## config.mk

```make
export PLATFORM = sky130hd
export DESIGN_NAME = sorted_reminder_table
export DESIGN_NICKNAME = d
export VERILOG_FILES = /design/src/sv/srt_pkg.sv /design/src/sv/sorted_reminder_table.sv /design/src/sv/srt_ram.sv
export VERILOG_INCLUDE_DIRS = /design/src /design/src/sv
export SDC_FILE = /design/constraint.sdc
export NUM_CORES = 2
export LEC_CHECK = 0
export ABC_AREA = 1
export BUFFER_PORTS_ARGS = -buffer_cell sky130_fd_sc_hd__buf_2
export CAP_MARGIN = 20
export CORE_ASPECT_RATIO = 0.75
export CORE_MARGIN = 2
export CORE_UTILIZATION = 25
export DETAILED_ROUTE_END_ITERATION = 16
export MAX_ROUTING_LAYER = met4
export SETUP_SLACK_MARGIN = 0.1
export SLEW_MARGIN = 20
export SYNTH_ARGS = -nofsm -noshare
export SYNTH_HDL_FRONTEND = slang
export SYNTH_SLANG_ARGS = --single-unit
```

## constraint.sdc

```tcl
create_clock -name i_clk -period 11 [get_ports i_clk]
set_input_delay 1.1 -clock i_clk [delete_from_list [all_inputs] [get_ports i_clk]]
set_output_delay 1.1 -clock i_clk [all_outputs]
set_load 0.02 [all_outputs]
```

## src/sv/assert_macros.svh

```systemverilog
// assertion macros included by the top-level rtl file
`ifndef ASSERT_MACROS_SVH
`define ASSERT_MACROS_SVH
`ifndef SYNTHESIS
`define SRT_ASSERT(label, clk, rst_n, prop, msg) \
    label: assert property (@(posedge clk) disable iff (!rst_n) prop) else $error(msg);
`define SRT_NEVER(label, clk, rst_n, cond, msg) \
    label: assert property (@(posedge clk) disable iff (!rst_n) !(cond)) else $error(msg);
`else
`define SRT_ASSERT(label, clk, rst_n, prop, msg)
`define SRT_NEVER(label, clk, rst_n, cond, msg)
`endif
`endif

```

## src/sv/srt_pkg.sv

```systemverilog
// types and constants of the sorted reminder table
package srt_pkg;

    localparam int SRT_CAPACITY = 32;
    localparam int SRT_ENTRY_W  = 44;
    localparam int SRT_KEY_W    = 28;
    localparam int SRT_TAG_W    = 16;

    localparam logic [6:0] SRT_DAY_MAX   = 7'd31;
    localparam logic [6:0] SRT_MONTH_MAX = 7'd12;

    localparam logic [2:0] SRT_ST_STORED   = 3'd0;
    localparam logic [2:0] SRT_ST_BAD_DAY  = 3'd1;
    localparam logic [2:0] SRT_ST_BAD_MON  = 3'd2;
    localparam logic [2:0] SRT_ST_LISTED   = 3'd3;
    localparam logic [2:0] SRT_ST_EMPTY    = 3'd4;

    typedef struct packed {
        logic [6:0]  month;
        logic [6:0]  day;
        logic [6:0]  hour;
        logic [6:0]  minute;
        logic [15:0] message_tag;
    } t_in_item;

    typedef struct packed {
        logic [2:0]  status;
        logic [6:0]  out_month;
        logic [6:0]  out_day;
        logic [6:0]  out_hour;
        logic [6:0]  out_minute;
        logic [15:0] out_tag;
        logic        last;
    } t_out_item;

    typedef enum logic [2:0] {
        S_IDLE,
        S_DECIDE,
        S_SH_RD,
        S_SH_CMP,
        S_WRITE,
        S_LS_RD,
        S_LS_OUT
    } t_state;

endpackage

```

## src/sv/sorted_reminder_table.sv

```systemverilog
// sorted reminder table: top level with insertion and listing sequencer
// error or empty-list result: item registered in idle, checked in decide, status registered
// when the output is free; an insertion moves each stored entry with a key not below the new
// one up a slot, then writes it; listing reads entries one by one via the single ram read port
// one item at a time: ready only in idle, so no new item is taken before the last one is done
// synchronous active-low reset clears the sequencer, entry count and output valid
`include "assert_macros.svh"
module sorted_reminder_table
    import srt_pkg::*;
#(
    parameter int CAPACITY = SRT_CAPACITY
) (
    input  logic      i_clk,
    input  logic      i_rst_n,
    input  logic      i_in_valid,
    output logic      o_in_ready,
    input  t_in_item  i_in_data,
    output logic      o_out_valid,
    input  logic      i_out_ready,
    output t_out_item o_out_data
);

    localparam int AW = (CAPACITY > 1) ? $clog2(CAPACITY) : 1;
    localparam int CW = $clog2(CAPACITY + 1);

    t_state    r_state, n_state;
    t_in_item  r_item, n_item;
    logic [CW-1:0] r_idx, n_idx;
    logic [CW-1:0] r_count, n_count;
    logic      r_out_valid, n_out_valid;
    t_out_item r_out, n_out;

    logic                   ram_we;
    logic [AW-1:0]          ram_waddr;
    logic [SRT_ENTRY_W-1:0] ram_wdata;
    logic                   ram_re;
    logic [AW-1:0]          ram_raddr;
    logic [SRT_ENTRY_W-1:0] ram_rdata;

    logic                   can_emit;
    logic [SRT_KEY_W-1:0]   new_key;
    logic [SRT_ENTRY_W-1:0] new_rec;
    logic [CW-1:0]          idx_dec;
    logic [CW-1:0]          idx_inc;
    logic [CW-1:0]          count_inc;

    srt_ram #(
        .WIDTH (SRT_ENTRY_W),
        .DEPTH (CAPACITY)
    ) u_ram (
        .i_clk   (i_clk),
        .i_we    (ram_we),
        .i_waddr (ram_waddr),
        .i_wdata (ram_wdata),
        .i_re    (ram_re),
        .i_raddr (ram_raddr),
        .o_rdata (ram_rdata)
    );

    assign can_emit  = !r_out_valid || i_out_ready;
    assign new_key   = {r_item.month, r_item.day, r_item.hour, r_item.minute};
    assign new_rec   = {new_key, r_item.message_tag};
    assign idx_dec   = r_idx - 1'b1;
    assign idx_inc   = r_idx + 1'b1;
    assign count_inc = r_count + 1'b1;

    always_ff @(posedge i_clk) begin
        if (!i_rst_n) begin
            r_state     <= S_IDLE;
            r_count     <= '0;
            r_idx       <= '0;
            r_out_valid <= 1'b0;
        end else begin
            r_state     <= n_state;
            r_count     <= n_count;
            r_idx       <= n_idx;
            r_out_valid <= n_out_valid;
        end
    end

    always_ff @(posedge i_clk) begin
        r_item <= n_item;
        r_out  <= n_out;
    end

    always_comb begin
        n_state     = r_state;
        n_item      = r_item;
        n_idx       = r_idx;
        n_count     = r_count;
        n_out_valid = r_out_valid && !i_out_ready;
        n_out       = r_out;
        ram_we      = 1'b0;
        ram_waddr   = r_idx[AW-1:0];
        ram_wdata   = new_rec;
        ram_re      = 1'b0;
        ram_raddr   = r_idx[AW-1:0];
        unique case (r_state)
            S_IDLE: begin
                if (i_in_valid) begin
                    n_item  = i_in_data;
                    n_state = S_DECIDE;
                end
            end
            S_DECIDE: begin
                if (r_item.month == '0 || r_item.day == '0) begin
                    if (r_count == '0) begin
                        if (can_emit) begin
                            n_out_valid = 1'b1;
                            n_out       = '0;
                            n_out.status = SRT_ST_EMPTY;
                            n_out.last  = 1'b1;
                            n_state     = S_IDLE;
                        end
                    end else begin
                        n_idx   = '0;
                        n_state = S_LS_RD;
                    end
                end else if (r_item.day > SRT_DAY_MAX) begin
                    if (can_emit) begin
                        n_out_valid  = 1'b1;
                        n_out        = '0;
                        n_out.status = SRT_ST_BAD_DAY;
                        n_out.last   = 1'b1;
                        n_state      = S_IDLE;
                    end
                end else if (r_item.month > SRT_MONTH_MAX) begin
                    if (can_emit) begin
                        n_out_valid  = 1'b1;
                        n_out        = '0;
                        n_out.status = SRT_ST_BAD_MON;
                        n_out.last   = 1'b1;
                        n_state      = S_IDLE;
                    end
                end else begin
                    n_idx   = r_count;
                    n_state = S_SH_RD;
                end
            end
            S_SH_RD: begin
                if (r_idx == '0) begin
                    n_state = S_WRITE;
                end else begin
                    ram_re    = 1'b1;
                    ram_raddr = idx_dec[AW-1:0];
                    n_state   = S_SH_CMP;
                end
            end
            S_SH_CMP: begin
                // shift entries whose key is not below the new key one slot up
                if (ram_rdata[SRT_ENTRY_W-1:SRT_TAG_W] >= new_key) begin
                    ram_we    = 1'b1;
                    ram_wdata = ram_rdata;
                    n_idx     = idx_dec;
                    n_state   = S_SH_RD;
                end else begin
                    n_state = S_WRITE;
                end
            end
            S_WRITE: begin
                if (can_emit) begin
                    ram_we       = 1'b1;
                    n_count      = count_inc;
                    n_out_valid  = 1'b1;
                    n_out        = '0;
                    n_out.status = SRT_ST_STORED;
                    if (count_inc == CW'(CAPACITY)) begin
                        n_out.last = 1'b0;
                        n_idx      = '0;
                        n_state    = S_LS_RD;
                    end else begin
                        n_out.last = 1'b1;
                        n_state    = S_IDLE;
                    end
                end
            end
            S_LS_RD: begin
                ram_re  = 1'b1;
                n_state = S_LS_OUT;
            end
            S_LS_OUT: begin
                if (can_emit) begin
                    n_out_valid      = 1'b1;
                    n_out.status     = SRT_ST_LISTED;
                    n_out.out_month  = ram_rdata[43:37];
                    n_out.out_day    = ram_rdata[36:30];
                    n_out.out_hour   = ram_rdata[29:23];
                    n_out.out_minute = ram_rdata[22:16];
                    n_out.out_tag    = ram_rdata[15:0];
                    n_out.last       = (idx_inc == r_count);
                    if (idx_inc == r_count) begin
                        n_count = '0;
                        n_state = S_IDLE;
                    end else begin
                        n_idx   = idx_inc;
                        n_state = S_LS_RD;
                    end
                end
            end
            default: begin
                n_state = S_IDLE;
            end
        endcase
    end

    assign o_in_ready  = (r_state == S_IDLE);
    assign o_out_valid = r_out_valid;
    assign o_out_data  = r_out;

    `SRT_NEVER(a_count_below_cap, i_clk, i_rst_n, (r_state == S_IDLE) && (r_count >= CW'(CAPACITY)), "table not flushed when full")
    `SRT_ASSERT(a_count_step, i_clk, i_rst_n, (r_count != $past(r_count)) |-> (r_count == '0 || r_count == $past(r_count) + 1'b1), "entry count jumped")
    `SRT_NEVER(a_shift_idx, i_clk, i_rst_n, (r_state == S_SH_RD || r_state == S_SH_CMP || r_state == S_WRITE) && (r_idx > r_count), "shift index past count")
    `SRT_NEVER(a_list_idx, i_clk, i_rst_n, (r_state == S_LS_RD || r_state == S_LS_OUT) && (r_idx >= r_count), "list index past count")

endmodule

```

## src/sv/srt_ram.sv

```systemverilog
// generic single write, single read ram with registered read data
module srt_ram
    import srt_pkg::*;
#(
    parameter int WIDTH = SRT_ENTRY_W,
    parameter int DEPTH = SRT_CAPACITY,
    localparam int AW = (DEPTH > 1) ? $clog2(DEPTH) : 1
) (
    input  logic             i_clk,
    input  logic             i_we,
    input  logic [AW-1:0]    i_waddr,
    input  logic [WIDTH-1:0] i_wdata,
    input  logic             i_re,
    input  logic [AW-1:0]    i_raddr,
    output logic [WIDTH-1:0] o_rdata
);

    logic [WIDTH-1:0] r_mem [DEPTH];
    logic [WIDTH-1:0] r_rdata;

    always_ff @(posedge i_clk) begin
        if (i_we) begin
            r_mem[i_waddr] <= i_wdata;
        end
        if (i_re) begin
            r_rdata <= r_mem[i_raddr];
        end
    end

    assign o_rdata = r_rdata;

endmodule
```

After elaboration in Yosys (flattened, before gate mapping)
Memory sizes are Yosys's and may differ from the RTL's. A register that Yosys moved wholly into a read port is not among the register bits. Cells that the tools add are included.

Add/sub/neg operators: 3. Muxes and demuxes: 55. Multiply operators: 0. Bitwise gates (word level): 0. Eq/ne operators: 23. Magnitude comparators: 3. Div/mod/pow operators: 0. Shifts and indexed selects: 0. Reduce and logical (&&, ||, !) cells: 19.

Operators with widths (number): $mux 48 (9); $pmux 48 s3 (1); $mux 44 (2); $mux 6 (12); $mux 3 (12); $ge 28x28->1 (1); $pmux 6 s4 (1); $ne 3x3->1 const B (7); $pmux 3 s7 (1); $logic_not 7->1 (2); $ne 2x2->1 const B (7); $add 6x1->6 const B (2); $logic_not 6->1 (2); $pmux 6 s2 (1); $mux 1 (11); $mux 5 (2); $eq 3x3->1 const B (3); $reduce_and 9->1 (1); $reduce_and 8->1 (1); $gt 7x4->1 const B (1); $gt 7x5->1 const B (1); $eq 3x2->1 const B (2); $eq 6x6->1 (1); $eq 6x6->1 const B (1); other kinds (15) (19).

Bits in read-only memories: 0. Memory bits (writable): 1408. Latch bits: 0. Output and inout port bits: 50. Logic and storage cells: 120. Memories: 1. Bits in registers: 108. Bits of input ports: 48.

Memory list: u_ram.r_mem (depth 32, bits a word 44, read ports 1, clocked after Yosys merged registers in 1, wr ports 1, RTL line srt_ram.sv:18) `logic [WIDTH-1:0] r_mem [DEPTH];`.

Depth between registers and ports, before layout
Word-level depth: 7. Depth in mapped cells: 18.

Cells and area by module
Synthesis repeated with hierarchy kept, for this count alone.

Cell total of the unflattened synthesis: 5527. Area total of the unflattened synthesis: 64022.7 µm².

By module, submodules not included: srt_ram (cells each 4842, area each 58053.2 µm², times used 1); sorted_reminder_table (cells each 685, area each 5969.5 µm², times used 1).

Worst setup path after synthesis
Ideal clock, no wire load.

Path type: reg2reg. Start: register r_state[0]. End: register u_ram.r_rdata[0] (netlist: u_ram.o_rdata[0]) (read register of u_ram.r_mem) (enable). Setup slack: 6.727 ns. Setup time: 0.509 ns. Stages on the path, launching flop included: 5. Clock period less this slack: 4.273 ns. Arrival time: 3.764 ns. Cells stage by stage: dfxtp_1 > inv_2 > nor2_1 > inv_1 > o21ai_0.

Word-level cells in the longest chain between the ends: 2.

RTL lines: start, declared (RTL line sorted_reminder_table.sv:26) `t_state r_state, n_state;`; start signal, assigned (RTL line sorted_reminder_table.sv:74) `r_state <= n_state;`; $eq 3x3->1 / $eq 3x2->1 (equally long branches) (RTL line sorted_reminder_table.sv:98) `unique case (r_state)`; $pmux 1 s2 (*) (RTL line sorted_reminder_table.sv:98); via ram_re (RTL line sorted_reminder_table.sv:36) `logic ram_re;`; end, declared (RTL line srt_ram.sv:19) `logic [WIDTH-1:0] r_rdata;`.

The timed path passes the listed nets; every way through them passes the cells marked *. A chain may end at the register's enable or synchronous reset.

Worst setup path in the final report
Start: register u_ram.r_rdata[34] (netlist: u_ram.o_rdata[34]) (read register of u_ram.r_mem). End: memory u_ram.r_mem[8][18] (netlist bit) (enable).

Word-level cells in the longest chain between the ends: 5.

RTL lines: $ge 28x28->1 (RTL line sorted_reminder_table.sv:151) `if (ram_rdata[SRT_ENTRY_W-1:SRT_TAG_W] >= new_key) begin`; $mux 1 (RTL line sorted_reminder_table.sv:151); $pmux 1 s2 (RTL line sorted_reminder_table.sv:98); $mux 1 (RTL line srt_ram.sv:22) `if (i_we) begin`; $mux 1 (not written as such) (RTL line srt_ram.sv:23) `r_mem[i_waddr] <= i_wdata;`; end, declared (RTL line srt_ram.sv:18).

Every way passes these cells.

==> results.md <==
- Area delta synth->final: 14.27%
- Outcome: finished, final reports clean
- CTS Hold Bufs: 0
- Post-layout nets: 6,740
- DIE HEIGHT: 456.3 um
- Initial antenna violation count: 7
- Ports: slightly below 100
- PD cells: about 170 mW/mm2
- Slowest-stage cell, CP: nor2_4
- Critical Path, Cell by Cell: ha_1, nand2_1, nor2_1, nand4_1, nor2_1, nand2_1, nand2_1, nand2_4, o21ai_0, nand2_1, nor2_4, buf_4
- Synth Net Count: about 6,700
- Max FO, Critical Path: 50
- First-pass GRT wire length: 305,700 um
- Fillcell total: 27,896
- Sequential element share of the synthesized area: 68.46%
- GP Congestion: 0.8816
- DRC: 0
- Synth Cell Area: 0.06819 mm2
- Seq cells post-synth: approximately 1,600
- WP data arrival: 6.40 ns
- Largest net degree at the start of global routing: 192
- Min Tclk post-route: 5.986 ns
- Worst-margin pin slew: 1.158 ns
- Dpl hpwl: ~120,000 um
- Root buffer cell: clkbuf_16
- Worst path top cell family by delay: simple AND/OR/NAND/NOR gates
- Maximum vdd drop: just under 0.2 mV
- Largest stage delay on the critical path: 1.04 ns
- H-tree levels: 4
- Setup CP Type: reg2reg
- Synth top area share: 67.99%
- Clk sinks: between 1,500 and 2,000
- Iteration-0 DRC Markers: between 6,000 and 7,000
- Post-DR vias/cell: 4.508
- Final setup violation count: 0
- Post-CTS sizing: 0
- Final hold viol count: 0
- Wirelength per Cell: 20.09 um
- Starting Density: 25.06%
- Gr usage total: between 10% and 20%
- Max Root-Sink Buffers: 3
- CP Capture Type: flop
- Ranking of synthesized cells by area: edfxtp_1, nand2_1, nand3_1, inv_1, buf_2
- Number of global-route vias before repair: 44,395
- Final critical-path share of the clock period: 54.42%
- Area of the multi-input gates: 0.01565 mm2
- ANT nets after route: 0
- Top cell by count, worst path: nand2_1
- Setup_tns: 0 ns
- Die width: 607.1 um
- Area leader, netlist: edfxtp_1
- Max Cap Violations: 0
- Slew headroom: 22.77%
- GR Overflow Total: 0
- Die ar.: 0.2770 mm2
- Final slew viol count: 0
- Worst-path clk slew: 0.06 ns
- Ratio of cells with drive above 1 in the final layout: 7.194%
- Average size of a mapped cell: a little over 10 um2
- Hold Slack: 0.4807 ns
- IO Port Bufs: 97
- # placed instances: 10,104
- Sequential cell area: 0.04668 mm2
- Most frequent cells in the layout: nand2_1, edfxtp_1, inv_1
- Required @ worst endpoint: 11.42 ns
- Cell count after synthesis: around 6,600
- CP Buf/Inv Count: 1
- Leakage: 32.10 nW
- Yosys warns: 0
- Routed wire length: 208,900 um
- Worst Setup Start Kind: flop
- Hold Path Class: in2reg
- Setup Skew: between 0.02 and 0.03 ns
- CTS Buf Count: 161
- Most common cell after layout, fill and taps aside: nand2_1
- FMAX: approximately 170 MHz
- Via Count: roughly 47,000
- Cell row count: ~170
- Skew-Pair Late Insertion Delay: 0.80 ns
- Final Non-Filler Cells: 10,396
- Core footprint: 0.2721 mm2
- RSZ-0062 raised after global routing: no
- CTS tree: built
- Post-synthesis cell type count: 35
- Drt first pass iters: 8
- Setup bufs post-CTS: 0
[cell type report]
cell class                 count  area share, %
sequential                  1560          59.91
multi-input combinational   3467          20.08
timing repair buffer         193          1.737
clock inverter                80         0.7643
clock buffer                 209          5.538
antenna                        1       0.003211
inverter                    1274          6.166
tap                         3612          5.800
[power breakdown]
part / switching (mW) / internal [mW] / total (mW)
Clock: 2.28 / 2.94 / 5.22
Combinational: 0.923 / 0.294 / 1.22
Sequential: 0.0180 / 6.59 / 6.61
[logic make-up after synthesis]
| logic type | count (synthesis) | share of synthesized area [%] |
|---|---|---|
| adders and majority gates | 35 | 0.6422 |
| buffers and inverters | 1589 | 9.532 |
| xor gates and xnor gates | 4 | 0.05137 |
| AOI/OAI and AO/OA | 103 | 0.8440 |
| DFF | 1560 | 68.46 |
| and+or+nand+nor | 3325 | 20.47 |
[cells in the mapped netlist (all sizes together)]
library cell and n:
nand2 2048, edfxtp 1544, inv 1274, nand3 1135, buf 269, nor2 125, o21ai 62, clkbuf 46
ha 35, a21oi 25, dfxtp 16, nor3 9, nand4 8, o22ai 7, xor2 4, a22oi 2
o21bai 2, a21o 1, a31oi 1, o211ai 1, o21a 1, o31ai 1
[per-layer routing]
layer	vias up	part of all wire, %	global-route usage, %
li1	21430	-	-
met1	22749	42	20.37
met2	2335	46	23.59
met3	356	8.8	2.333
met4	0	3.5	5.096
met5	-	0	-
[path summary, 6_finish.rpt]
| kind | start | to | slack [ns] | depth (start not counted) |
|---|---|---|---|---|
| max | u_ram.o_rdata[34]$_DFFE_PP_ | u_ram.r_mem[8][18]$_DFFE_PP_ | 5.01 | 12 |
| min | i_in_data[0] | new_rec[0]$_DFFE_PP_ | 0.48 | 1 |
| max reg2reg | u_ram.o_rdata[34]$_DFFE_PP_ | u_ram.r_mem[8][18]$_DFFE_PP_ | 5.01 | 12 |
| min reg2reg | r_idx[5]$_SDFFE_PN0P_ | r_idx[5]$_SDFFE_PN0P_ | 0.55 | 2 |
[per-stage QoR]
step                utilization (%)  total power, mW  setup slack, ns  instance area [um2]
detailed placement            26.81            7.930            5.063                72950
global placement              26.80            7.924            5.054                72930
finish                        28.64            13.05            5.014                77920
global route                  28.64            13.45            4.859                77920
CTS                           28.62            13.10            5.016                77860
floorplan                         -            7.486            6.727                68190
[registers in the layout, summed over array words and instances (netlist names)]
register / cells
r_idx: 6
r_state: 3
o_out_valid: 1
r_count: 6
new_rec: 16
u_ram.o_rdata: 44
o_out_data: 48
u_ram.r_mem: 1408
new_key: 28
No activity file was read; power rests on OpenSTA's default activity.
